File: src/sv/maalu_pkg.sv
// ============================================================================
// maalu_pkg: shared types and constants of the modular accumulator ALU
// Residue width, command codes and the control bundles of the serial units.
// ============================================================================
`default_nettype none

package maalu_pkg;

    // Width of the modulus, the accumulator and every residue.
    localparam int RES_W = 31;

    // Number of double-and-add steps of one modular multiplication.
    localparam int MUL_STEPS = RES_W;

    // Modulus after reset.
    localparam logic [RES_W-1:0] MOD_RESET = 31'd1000000007;

    typedef enum logic [1:0] {
        CMD_LOAD = 2'd0,
        CMD_ADD  = 2'd1,
        CMD_SUB  = 2'd2,
        CMD_MUL  = 2'd3
    } t_cmd;

    // Control of one bit-serial remainder unit.
    typedef struct packed {
        logic clear;
        logic step;
        logic din;
    } t_red_ctl;

    // Control of the bit-serial modular multiplier.
    typedef struct packed {
        logic start;
        logic step;
    } t_mul_ctl;

endpackage

`default_nettype wire

File: src/sv/modular_accumulator_alu_top.sv
// ============================================================================
// modular_accumulator_alu_top: accumulator residue modulo a set modulus
// Loads, adds, subtracts or multiplies a signed operand into an accumulator
// held modulo m, and returns the new residue for every item.
// ============================================================================
//
//  Channel   Direction  Handshake                 Payload
//  in        input      i_in_valid / o_in_stall   i_cmd, i_operand
//  out       output     o_out_valid / i_out_stall o_residue
//  cfg       input      i_cfg_valid / o_cfg_ready i_cfg_modulus
//
// An item is taken when valid is high and stall is low; a configuration
// write completes when valid and ready are both high (ready is always high).
// Each item runs through the bit-serial remainder pass over the operand and
// the accumulator, an adjust step, and then an ALU step or the 31-step
// serial modular multiplier before it is written out from the done state;
// one item is worked on at a time.
// Reset (synchronous, active low) clears the accumulator to zero, sets the
// modulus to 1000000007 and empties the output register.
// A finished residue waits in the output register while a stalled consumer
// holds it; the next item is accepted meanwhile and only its final write
// waits until the output register is free.
// ============================================================================
`default_nettype none

module modular_accumulator_alu_top
    import maalu_pkg::*;
#(
    parameter int WORD_BITS = 32
) (
    input  wire logic                 i_clk,
    input  wire logic                 i_rst_n,
    input  wire logic                 i_in_valid,
    output logic                      o_in_stall,
    input  wire logic [1:0]           i_cmd,
    input  wire logic [WORD_BITS-1:0] i_operand,
    output logic                      o_out_valid,
    input  wire logic                 i_out_stall,
    output logic      [RES_W-1:0]     o_residue,
    input  wire logic                 i_cfg_valid,
    output logic                      o_cfg_ready,
    input  wire logic [RES_W-1:0]     i_cfg_modulus
);

    // The serial pass runs over the wider of the operand word and the
    // accumulator, so both remainders are formed in the same pass.
    localparam int SER_BITS = (WORD_BITS > RES_W) ? WORD_BITS : RES_W;
    localparam int CNT_W    = $clog2(SER_BITS);

    typedef enum logic [5:0] {
        S_IDLE = 6'b000001,
        S_RED  = 6'b000010,
        S_ADJ  = 6'b000100,
        S_ALU  = 6'b001000,
        S_MUL  = 6'b010000,
        S_DONE = 6'b100000
    } t_state;

    t_state                r_state;
    t_state                n_state;
    logic [CNT_W-1:0]      r_cnt;
    logic [CNT_W-1:0]      n_cnt;
    logic [RES_W-1:0]      r_cfg_mod;
    logic [RES_W-1:0]      r_mod;
    logic [RES_W-1:0]      r_acc;
    logic [SER_BITS-1:0]   r_acc_sh;
    logic [SER_BITS-1:0]   r_opd_sh;
    logic                  r_neg;
    t_cmd                  r_cmd;
    logic [RES_W-1:0]      r_op;
    logic [RES_W-1:0]      r_res;
    logic                  r_out_valid;
    logic [RES_W-1:0]      r_residue;

    logic                  w_accept;
    logic                  w_out_free;
    logic                  w_finish;
    logic [WORD_BITS-1:0]  w_mag;
    logic [RES_W-1:0]      w_acc_rem;
    logic [RES_W-1:0]      w_opd_rem;
    logic [RES_W-1:0]      w_op_adj;
    logic [RES_W-1:0]      w_prod;
    logic [RES_W-1:0]      w_final;
    logic [RES_W:0]        w_add;
    logic [RES_W:0]        w_add_sub;
    logic [RES_W-1:0]      w_alu;
    t_red_ctl              w_acc_ctl;
    t_red_ctl              w_opd_ctl;
    t_mul_ctl              w_mul_ctl;

    assign w_accept    = i_in_valid && (r_state == S_IDLE);
    assign o_in_stall  = (r_state != S_IDLE);
    assign o_cfg_ready = 1'b1;
    assign w_out_free  = !(r_out_valid && i_out_stall);
    assign w_finish    = (r_state == S_DONE) && w_out_free;

    // Magnitude of the operand; the most negative word maps onto itself,
    // which is exactly its magnitude read as unsigned.
    assign w_mag = i_operand[WORD_BITS-1] ? (~i_operand + 1'b1) : i_operand;

    // Serial remainder units: one for the stored accumulator, which may
    // exceed a newly lowered modulus, and one for the operand magnitude.
    always_comb begin
        w_acc_ctl.clear = w_accept;
        w_acc_ctl.step  = (r_state == S_RED);
        w_acc_ctl.din   = r_acc_sh[SER_BITS-1];
        w_opd_ctl.clear = w_accept;
        w_opd_ctl.step  = (r_state == S_RED);
        w_opd_ctl.din   = r_opd_sh[SER_BITS-1];
        w_mul_ctl.start = (r_state == S_ADJ);
        w_mul_ctl.step  = (r_state == S_MUL);
    end

    maalu_reduce u_acc_red (
        .i_clk (i_clk),
        .i_ctl (w_acc_ctl),
        .i_mod (r_mod),
        .o_rem (w_acc_rem)
    );

    maalu_reduce u_opd_red (
        .i_clk (i_clk),
        .i_ctl (w_opd_ctl),
        .i_mod (r_mod),
        .o_rem (w_opd_rem)
    );

    // A negative operand with a nonzero remainder becomes m minus it.
    assign w_op_adj = (r_neg && (w_opd_rem != '0)) ? (r_mod - w_opd_rem) : w_opd_rem;

    maalu_mul u_mul (
        .i_clk    (i_clk),
        .i_ctl    (w_mul_ctl),
        .i_mplier (w_op_adj),
        .i_mcand  (w_acc_rem),
        .i_mod    (r_mod),
        .o_prod   (w_prod)
    );

    // Load, add and subtract (multiply passes the product). The subtract picks a - r or a + m - r, both
    // formed side by side, by comparing a with r.
    always_comb begin
        w_add     = {1'b0, w_acc_rem} + {1'b0, r_op};
        w_add_sub = w_add - {1'b0, r_mod};
        case (r_cmd)
            CMD_LOAD: begin
                w_alu = r_op;
            end
            CMD_ADD: begin
                w_alu = (w_add >= {1'b0, r_mod}) ? w_add_sub[RES_W-1:0] : w_add[RES_W-1:0];
            end
            CMD_SUB: begin
                w_alu = (w_acc_rem >= r_op) ? (w_acc_rem - r_op)
                                            : (w_acc_rem + (r_mod - r_op));
            end
            default: begin
                w_alu = w_prod;
            end
        endcase
    end

    assign w_final = (r_cmd == CMD_MUL) ? w_prod : r_res;

    always_comb begin
        n_state = r_state;
        n_cnt   = r_cnt;
        case (r_state)
            S_IDLE: begin
                if (w_accept) begin
                    n_state = S_RED;
                    n_cnt   = CNT_W'(SER_BITS - 1);
                end
            end
            S_RED: begin
                n_cnt = r_cnt - 1'b1;
                if (r_cnt == '0) begin
                    n_state = S_ADJ;
                end
            end
            S_ADJ: begin
                if (r_cmd == CMD_MUL) begin
                    n_state = S_MUL;
                    n_cnt   = CNT_W'(MUL_STEPS - 1);
                end else begin
                    n_state = S_ALU;
                end
            end
            S_ALU: begin
                n_state = S_DONE;
            end
            S_MUL: begin
                n_cnt = r_cnt - 1'b1;
                if (r_cnt == '0) begin
                    n_state = S_DONE;
                end
            end
            S_DONE: begin
                if (w_out_free) begin
                    n_state = S_IDLE;
                end
            end
            default: begin
                n_state = S_IDLE;
            end
        endcase
    end

    // Control state and the architectural registers.
    always_ff @(posedge i_clk) begin
        if (!i_rst_n) begin
            r_state     <= S_IDLE;
            r_cnt       <= '0;
            r_cfg_mod   <= MOD_RESET;
            r_acc       <= '0;
            r_out_valid <= 1'b0;
        end else begin
            r_state <= n_state;
            r_cnt   <= n_cnt;
            if (i_cfg_valid && o_cfg_ready) begin
                r_cfg_mod <= i_cfg_modulus;
            end
            if (w_finish) begin
                r_acc <= w_final;
            end
            r_out_valid <= !w_out_free || w_finish;
        end
    end

    // Datapath registers.
    always_ff @(posedge i_clk) begin
        if (w_accept) begin
            // Modulus zero behaves as modulus one.
            r_mod    <= (r_cfg_mod == '0) ? RES_W'(1) : r_cfg_mod;
            r_cmd    <= t_cmd'(i_cmd);
            r_neg    <= i_operand[WORD_BITS-1];
            r_acc_sh <= SER_BITS'(r_acc);
            r_opd_sh <= SER_BITS'(w_mag);
        end else if (r_state == S_RED) begin
            r_acc_sh <= {r_acc_sh[SER_BITS-2:0], 1'b0};
            r_opd_sh <= {r_opd_sh[SER_BITS-2:0], 1'b0};
        end
        if (r_state == S_ADJ) begin
            r_op <= w_op_adj;
        end
        if (r_state == S_ALU) begin
            r_res <= w_alu;
        end
        if (w_finish) begin
            r_residue <= w_final;
        end
    end

    assign o_out_valid = r_out_valid;
    assign o_residue   = r_residue;

endmodule

`default_nettype wire

File: src/sv/maalu_reduce.sv
// ============================================================================
// maalu_reduce: bit-serial remainder unit
// Takes a number MSB first, one bit per step, and keeps its remainder mod m.
// ============================================================================
`default_nettype none

module maalu_reduce
    import maalu_pkg::*;
(
    input  wire logic             i_clk,
    input  wire t_red_ctl         i_ctl,
    input  wire logic [RES_W-1:0] i_mod,
    output logic      [RES_W-1:0] o_rem
);

    logic [RES_W-1:0] r_rem;
    logic [RES_W-1:0] n_rem;
    logic [RES_W:0]   w_shift;
    logic [RES_W:0]   w_diff;

    // The remainder stays below m, so twice it plus one bit stays below 2m
    // and a single conditional subtract brings it back into range.
    always_comb begin
        w_shift = {r_rem, i_ctl.din};
        w_diff  = w_shift - {1'b0, i_mod};
        n_rem   = r_rem;
        if (i_ctl.clear) begin
            n_rem = '0;
        end else if (i_ctl.step) begin
            if (w_shift >= {1'b0, i_mod}) begin
                n_rem = w_diff[RES_W-1:0];
            end else begin
                n_rem = w_shift[RES_W-1:0];
            end
        end
    end

    always_ff @(posedge i_clk) begin
        r_rem <= n_rem;
    end

    assign o_rem = r_rem;

endmodule

`default_nettype wire

File: src/sv/maalu_mul.sv
// ============================================================================
// maalu_mul: bit-serial modular multiplier
// Double-and-add over the multiplier bits, MSB first, one bit per cycle.
// ============================================================================
`default_nettype none

module maalu_mul
    import maalu_pkg::*;
(
    input  wire logic             i_clk,
    input  wire t_mul_ctl         i_ctl,
    input  wire logic [RES_W-1:0] i_mplier,
    input  wire logic [RES_W-1:0] i_mcand,
    input  wire logic [RES_W-1:0] i_mod,
    output logic      [RES_W-1:0] o_prod
);

    logic [RES_W-1:0] r_prod;
    logic [RES_W-1:0] n_prod;
    logic [RES_W-1:0] r_mplier;
    logic [RES_W-1:0] n_mplier;
    logic [RES_W+1:0] w_sum;
    logic [RES_W+1:0] w_mod1;
    logic [RES_W+1:0] w_mod2;
    logic [RES_W+1:0] w_sub1;
    logic [RES_W+1:0] w_sub2;

    // Both the product and the multiplicand are below m, so 2p + a is below
    // 3m; subtracting m or 2m, chosen by two parallel compares, reduces it.
    always_comb begin
        w_mod1   = {2'b00, i_mod};
        w_mod2   = {1'b0, i_mod, 1'b0};
        w_sum    = {1'b0, r_prod, 1'b0}
                 + (r_mplier[RES_W-1] ? {2'b00, i_mcand} : '0);
        w_sub1   = w_sum - w_mod1;
        w_sub2   = w_sum - w_mod2;
        n_prod   = r_prod;
        n_mplier = r_mplier;
        if (i_ctl.start) begin
            n_prod   = '0;
            n_mplier = i_mplier;
        end else if (i_ctl.step) begin
            n_mplier = {r_mplier[RES_W-2:0], 1'b0};
            if (w_sum >= w_mod2) begin
                n_prod = w_sub2[RES_W-1:0];
            end else if (w_sum >= w_mod1) begin
                n_prod = w_sub1[RES_W-1:0];
            end else begin
                n_prod = w_sum[RES_W-1:0];
            end
        end
    end

    always_ff @(posedge i_clk) begin
        r_prod   <= n_prod;
        r_mplier <= n_mplier;
    end

    assign o_prod = r_prod;

endmodule

`default_nettype wire
File: config.mk
export PLATFORM = sky130hd
export DESIGN_NAME = modular_accumulator_alu_top
export DESIGN_NICKNAME = d
export VERILOG_FILES = /design/src/sv/maalu_pkg.sv /design/src/sv/modular_accumulator_alu_top.sv /design/src/sv/maalu_reduce.sv /design/src/sv/maalu_mul.sv
export SDC_FILE = /design/constraint.sdc
export NUM_CORES = 2
export LEC_CHECK = 0
export ABC_CLOCK_PERIOD_IN_PS = 17080
export BUFFER_PORTS_ARGS = -buffer_cell sky130_fd_sc_hd__buf_2
export CORE_ASPECT_RATIO = 0.7
export CORE_MARGIN = 4
export CORE_UTILIZATION = 55
export DETAILED_ROUTE_END_ITERATION = 16
export GPL_TIMING_DRIVEN = 0
export PLACE_DENSITY = 0.72
export REMOVE_ABC_BUFFERS = 1
export SLEW_MARGIN = 15
export SYNTH_ARGS = -nofsm -noshare
export SYNTH_HDL_FRONTEND = slang
export SYNTH_SLANG_ARGS = --single-unit
File: constraint.sdc
create_clock -name i_clk -period 17.08 [get_ports i_clk]
set_input_delay 2.562 -clock i_clk [delete_from_list [all_inputs] [get_ports i_clk]]
set_output_delay 2.562 -clock i_clk [all_outputs]
set_load 0.005 [all_outputs]
=== Yosys cells after proc, flatten, opt, wreduce, memory -nomap -nowiden ===
Cells that the tools add are included.

* Reduce and logical (&&, ||, !) cells: 16
* Bitwise logic cells: 1
* Muxes and demuxes: 26
* Order comparisons: 6
* Add/subtract/negate cells: 13
* Eq/ne operators: 15

{| class="wikitable"
|+ Operators by type and width
! cell !! count
|-
| $mux 31 || 13
|-
| $sub 31x31->31 || 8
|-
| $ge 32x31->1 || 3
|-
| $mux 32 || 3
|-
| $pmux 31 s3 || 1
|-
| $pmux 6 s6 || 1
|-
| $add 32x31->33 || 1
|-
| $ge 33x31->1 || 1
|-
| $ge 33x32->1 || 1
|-
| $add 31x31->32 || 1
|-
| $add 32x1->32 const B || 1
|-
| $not 32->32 || 1
|-
| $add 31x31->31 || 1
|-
| $ge 31x31->1 || 1
|-
| $logic_not 31->1 || 1
|-
| $reduce_bool 31->1 || 1
|-
| $mux 6 || 4
|-
| $mux 5 || 3
|-
| $pmux 5 s3 || 1
|-
| $ne 2x2->1 const B || 5
|-
| $eq 6x1->1 const B || 1
|-
| $eq 6x2->1 const B || 1
|-
| $eq 6x3->1 const B || 1
|-
| $eq 6x4->1 const B || 1
|-
| 16 further kinds || 21
|}

* Output and inout bits: 34
* Bits in registers: 389
* Logic and storage cells: 95
* Bits of input ports: 70

=== Longest topological paths before layout ===
* Word-level depth: 5
* Depth in mapped cells: 28
* Mapped depth without buffers: 25

=== Hierarchy ===
Synthesis repeated with hierarchy kept, for this count alone.

* Cells, all modules: 4,328
* Area total of the unflattened synthesis: 35,820.6 um^2

{| class="wikitable"
|+ Modules (own cells, without submodules)
! module !! cells an instance !! seq. area each (um^2) !! area an instance (um^2) !! times used
|-
| modular_accumulator_alu_top || 2,447 || 7,206.9 || 21,244.1 || 1
|-
| maalu_mul || 976 || 1,551.5 || 7,867.5 || 1
|-
| maalu_reduce (u_acc_red) || 458 || 620.6 || 3,438.3 || 1
|-
| maalu_reduce (u_opd_red) || 447 || 620.6 || 3,270.6 || 1
|}

=== Worst setup path after synthesis ===
OpenSTA, ideal clock, no wires.

* Path kind: reg-to-reg
* Start point: register r_op[1]
* End point: register r_res[6], data pin
* Setup time: 0.272 ns
* Path buffers: 1
* Stages on the path, launching flop included: 24
* Data required time: 16.808 ns
* Clock period less this slack: 5.857 ns
* Path slack: 11.223 ns
* Arrival time: 5.585 ns
* Cells stage by stage: edfxtp_1 -> inv_1 -> fa_1 -> or2_4 -> a221oi_4 -> o211a_1 -> o21ai_1 -> and2_4 -> o21a_1 -> o41a_1 -> mux2_1 -> a2111o_1 -> ha_1 -> o21a_1 -> or2_2 -> nor2b_1 -> a21oi_1 -> o31ai_1 -> nor2_1 -> a21oi_1 -> a211oi_4 -> buf_6 -> mux2_1 -> mux4_2

* Longest elaborated chain between the ends: 4
* Elaborated cells on any way between the ends: 10
* Classes of those cells: add/sub (5); order compare (2); mux (3)

{| class="wikitable"
|+ RTL lines
! what !! RTL line !! text
|-
| start, declared || modular_accumulator_alu_top.sv:70 || <nowiki>logic [RES_W-1:0] r_op;</nowiki>
|-
| start signal, assigned || modular_accumulator_alu_top.sv:243 || <nowiki>r_op <= w_op_adj;</nowiki>
|-
| $sub 31x31->31 / $add 31x31->32 (equally long branches) || modular_accumulator_alu_top.sv:154, modular_accumulator_alu_top.sv:143 ||
|-
| $add 31x31->31 (tied with other cells) || modular_accumulator_alu_top.sv:154 || <nowiki>: (w_acc_rem + (r_mod - r_op));</nowiki>
|-
| $mux 31 (on tied branches) || modular_accumulator_alu_top.sv:153, modular_accumulator_alu_top.sv:150 ||
|-
| $pmux 31 s3 * || modular_accumulator_alu_top.sv:145 || <nowiki>case (r_cmd)</nowiki>
|-
| via w_alu[6] || modular_accumulator_alu_top.sv:86 || <nowiki>logic [RES_W-1:0] w_alu;</nowiki>
|-
| end signal, assigned || modular_accumulator_alu_top.sv:246 || <nowiki>r_res <= w_alu;</nowiki>
|-
| end, declared || modular_accumulator_alu_top.sv:71 || <nowiki>logic [RES_W-1:0] r_res;</nowiki>
|}

Mark *: on every way through the listed nets, which the timed path passes. The rest lies on a longest branch.
A chain may end at the register's enable or synchronous reset.

=== Worst setup path in the final report ===
* Start point: register u_acc_red.r_rem[1] (netlist: u_acc_red.o_rem[1])
* End point: register r_res[6], data pin

* Longest elaborated chain between the ends: 4
* Elaborated cells on any way between the ends: 9
* Classes of those cells: add/sub (4); order compare (2); mux (3)

{| class="wikitable"
|+ RTL lines
! what !! RTL line !! text
|-
| start, declared || maalu_reduce.sv:16 || <nowiki>logic [RES_W-1:0] r_rem;</nowiki>
|-
| start signal, assigned || maalu_reduce.sv:39 || <nowiki>r_rem <= n_rem;</nowiki>
|-
| $add 31x31->32 || modular_accumulator_alu_top.sv:143 || <nowiki>w_add = {1'b0, w_acc_rem} + {1'b0, r_op};</nowiki>
|-
| $sub 31x31->31 / $ge 32x31->1 (equally long branches) || modular_accumulator_alu_top.sv:144, modular_accumulator_alu_top.sv:150 ||
|-
| $mux 31 || modular_accumulator_alu_top.sv:150 || <nowiki>w_alu = (w_add >= {1'b0, r_mod}) ? w_add_sub[RES_W-1:0] : w_add[RES_W-1:0];</nowiki>
|-
| $pmux 31 s3 * || modular_accumulator_alu_top.sv:145 ||
|-
| via w_alu[6] || modular_accumulator_alu_top.sv:86 ||
|}

Marked as above.

==> results.md <==
* Cell area after synthesis at 33,400 sq um
* Classification of the worst-slack hold path: reg2reg
* Hold path startpoint: r_cfg_mod[23]$_SDFFE_PN1P_
* Area taken by flip-flops and latches at 10000 sq um
* Top-count cell post-synth: sky130_fd_sc_hd__nand2_1
* First-pass detailed-route iteration total at 6
* Clock buffers created by TritonCTS at 41
* Place WS at 9870 ps
* Worst Slack Setup Final at 9720 ps
* Sum Neg Setup Slack at 0 ps
* Reg-to-reg startpoint: u_acc_red.o_rem[1]$_SDFFE_PP0P_
* Aggregate global-route resource usage at 0.289
* Shortest clock period the worst path allows after layout at 7360 ps
* Leading cell types by total area after synthesis: sky130_fd_sc_hd__edfxtp_1 (20%), sky130_fd_sc_hd__ha_1 (12%), sky130_fd_sc_hd__dfxtp_1 (10%)
* Cell Chain, Critical Path: inv_1 -> fa_1 -> or2_4 -> a221oi_4 -> o211a_1 -> o21ai_1 -> and2_4 -> o21a_1 -> o41a_1 -> mux2_1 -> a2111o_1 -> ha_1 -> o21a_1 -> or2_2 -> nor2b_1 -> a21oi_1 -> o31ai_1 -> nor2_1 -> a21oi_1 -> a211oi_4 -> buf_6 -> buf_6 -> mux2_1 -> mux4_2
* Drc violations at 0
* Post-CTS setup repair buffer count at 0
* Highest cell delay on the worst timing path at 560 ps
* Number of ports placed on the die boundary at 104
* Number of antenna violations at the first check in global routing at 1
* Met2 wire length at 37,200 um
* Synth Instances at 3,934
* CP max-delay cell: sky130_fd_sc_hd__dfxtp_1
* Initial standard-cell utilization of the core at 0.557
* Total number of vias at 29,100
* Maximum number of pins on one net before global-route repair at 80
* Transition time of the tightest slew-check pin at 1130 ps
* Full die area at 64,900 sq um
* Overflow left after global routing at 0
* Count of state elements after synthesis at 389
* Portion of synthesized cell area occupied by the leading cell type at 0.198
* Post-CTS Hold Buffers at 0
* Input/output buffers at 102
* Peak Freq at 0.136 GHz
* TritonCTS clock tree: yes
* Total of endpoints with negative setup slack in the final report at 0
* Number of hold violations in the final report at 0
* Post-synthesis area per instance at 8.50 sq um
* Clock insertion delay at the later pin of the skew report at 590 ps
* Via count normalized by instance count at 6.09
* Total Routed Length at 95,600 um
* Async set or reset register ratio after synthesis at 0
* Combined area of the multi-input logic cells at 21,700 sq um
* Layout cell share with drive strength beyond 1 at 0.0765
* Worst hold slack across all endpoints at 460 ps
* Final worst-path cycle share at 0.431
* Fraction of the core area covered by cells at the end of the flow at 0.603
* DR top layer: met4
* Data arrival at the endpoint of the critical path at 7660 ps
* Die Ht at 214 um
* Post-route met1 wirelength at 46,900 um
* Final max-slew violation count at 0
* Final HPWL DP at 75,400 um
* Area of the core at 60,100 sq um
* Number of maximum-capacitance constraint violations at 0
* Most instantiated flip-flop cell in the synthesis netlist: sky130_fd_sc_hd__edfxtp_1
* Met3 wire length at 9150 um
* Number of gates resized after CTS at 0
* Leakage at 15.7 nW
* Fraction of the yosys area taken by sequential cells at 0.299
* Crit-path max FO at 21
* Post-DP Area at 34,800 sq um
* Ranking of synthesized cells by instance count: sky130_fd_sc_hd__nand2_1 (517), sky130_fd_sc_hd__ha_1 (310), sky130_fd_sc_hd__a21oi_1 (288)
* Required time of the critical path at 17,380 ps
* Via count of the first global-routing pass at 26,700
* Layout Nets at 4,350
* Startpoint of the most critical setup path: u_acc_red.o_rem[1]$_SDFFE_PP0P_
* Final GP Congestion at 0.968
* Number of synthesis warnings at 0
* Clock-pin slew on the worst setup and hold paths at 60 ps
* Kind of start point of the critical path: flop
* First-pass GRT wire length at 149,000 um
* Clock Skews at 35.5 ps
* H-Tree Depth at 2
* ANT cells at 0
* Average routed wire per standard cell at 20.0 um
* Setup repair after global routing missed its margin: no
* Cell type with the largest total area after synthesis: sky130_fd_sc_hd__edfxtp_1
* Clock root cell: sky130_fd_sc_hd__clkbuf_16
* Class of the most critical setup path: reg2reg
* EDFF count, synth at 221
* Filler cells at 5,310
* Tightest slew margin relative to the limit at 0.245
* Clock buffer depth at 3
* Residual antenna-violating net count after detailed routing at 0
* PD cells at 81.1 nW/um^2
* Max IR drop VDD at 0.0770 mV
* Summed area of non-filler cells in the final layout at 36,200 sq um
* Outcome: finished clean
* Synth-to-Final Area Change at 8.29%
* Element type at the critical path end: flop
* Number of DRC markers after the initial detailed-route iteration at 2,974
* Number of clock sinks seen by CTS at 389
* Library cells used by synthesis at 102
* Row Count at 75
* Die outline width at 303 um
critical path: cells and delay by family, from the launching register on:
family                   cells  cell delay [ps]
multiplexers                 3             1190
AND/OR/NAND/NOR              5             1030
buffers and inverters        3              730
AO/OA/AOI/OAI               11             2700
flip-flops                   1              560
adder cells (fa/ha/maj)      2              850
sequential cells by signal, summed over array words and instances, names as in the netlist, 6 cells and up:
signal	cells
r_acc_sh	32
r_opd_sh	32
o_residue	31
r_acc	31
r_cfg_mod	31
r_mod	31
r_op	31
r_res	31
u_acc_red.o_rem	31
u_mul.o_prod	31
u_mul.r_mplier	31
u_opd_red.o_rem	31
r_state	6
placed cells by master, fill, tap and decap left out, types with 40 or more instances in the layout:
| master | count |
|---|---|
| sky130_fd_sc_hd__a21o_1 | 115 |
| sky130_fd_sc_hd__a21oi_1 | 287 |
| sky130_fd_sc_hd__and2_1 | 50 |
| sky130_fd_sc_hd__buf_2 | 102 |
| sky130_fd_sc_hd__clkbuf_16 | 42 |
| sky130_fd_sc_hd__dfxtp_1 | 168 |
| sky130_fd_sc_hd__edfxtp_1 | 221 |
| sky130_fd_sc_hd__ha_1 | 310 |
| sky130_fd_sc_hd__inv_1 | 260 |
| sky130_fd_sc_hd__mux2i_1 | 89 |
| sky130_fd_sc_hd__nand2_1 | 515 |
| sky130_fd_sc_hd__nand2b_1 | 46 |
| sky130_fd_sc_hd__nand3_1 | 54 |
| sky130_fd_sc_hd__nor2_1 | 268 |
| sky130_fd_sc_hd__nor3_1 | 58 |
| sky130_fd_sc_hd__o211ai_1 | 40 |
| sky130_fd_sc_hd__o21a_1 | 44 |
| sky130_fd_sc_hd__o21ai_0 | 234 |
| sky130_fd_sc_hd__o22ai_1 | 53 |
| sky130_fd_sc_hd__xnor2_1 | 161 |
| sky130_fd_sc_hd__xor2_1 | 126 |
power by group:
group	switching [W]	internal [W]
Sequential	0.0000404	0.00109
Combinational	0.000525	0.000308
Clock	0.000399	0.000568
Total	0.000965	0.00197
area by class of cell:
class	count	share of cell area
well taps	808	0.0279
multi-input cells	3098	0.601
flip-flops and latches	389	0.276
inverters	267	0.0281
clock buffers	55	0.0318
repair buffers	134	0.0276
clock inverters	20	0.00774
per-stage QoR:
step | cells | power (W)
2_1_floorplan | 3754 | 0.00171
3_3_place_gp | 4664 | 0.00194
3_5_place_dp | 4696 | 0.00197
6_report | 4771 | 0.00293
5_1_grt | 4771 | 0.00308
4_1_cts | 4771 | 0.00294
metal layers:
layer	track usage	up-vias
met5	0	-
met3	0.0518	106
met2	0.399	1117
met1	0.461	13600
li1	-	14200
met4	0.0684	0
worst paths after layout:
path              depth (start not counted)  slack (ps)                 endpoint
setup reg to reg                         24        9720       r_res[6]$_DFFE_PP_
setup / recovery                         24        9720       r_res[6]$_DFFE_PP_
hold / removal                            0         460  r_mod[23]$_SDFFCE_PN0P_
hold reg to reg                           0         460  r_mod[23]$_SDFFCE_PN0P_
logic make-up after synthesis:
| kind of cell | after synthesis | synth area share |
|---|---|---|
| simple gates | 1205 | 0.166 |
| fa+ha+maj | 349 | 0.139 |
| buf+inv | 447 | 0.0530 |
| xor+xnor | 287 | 0.0752 |
| compound gates | 1129 | 0.222 |
| flops | 389 | 0.299 |
| other cells | 1 | 0.000112 |
| mux | 127 | 0.0455 |
(Power assumes the default switching activity.)
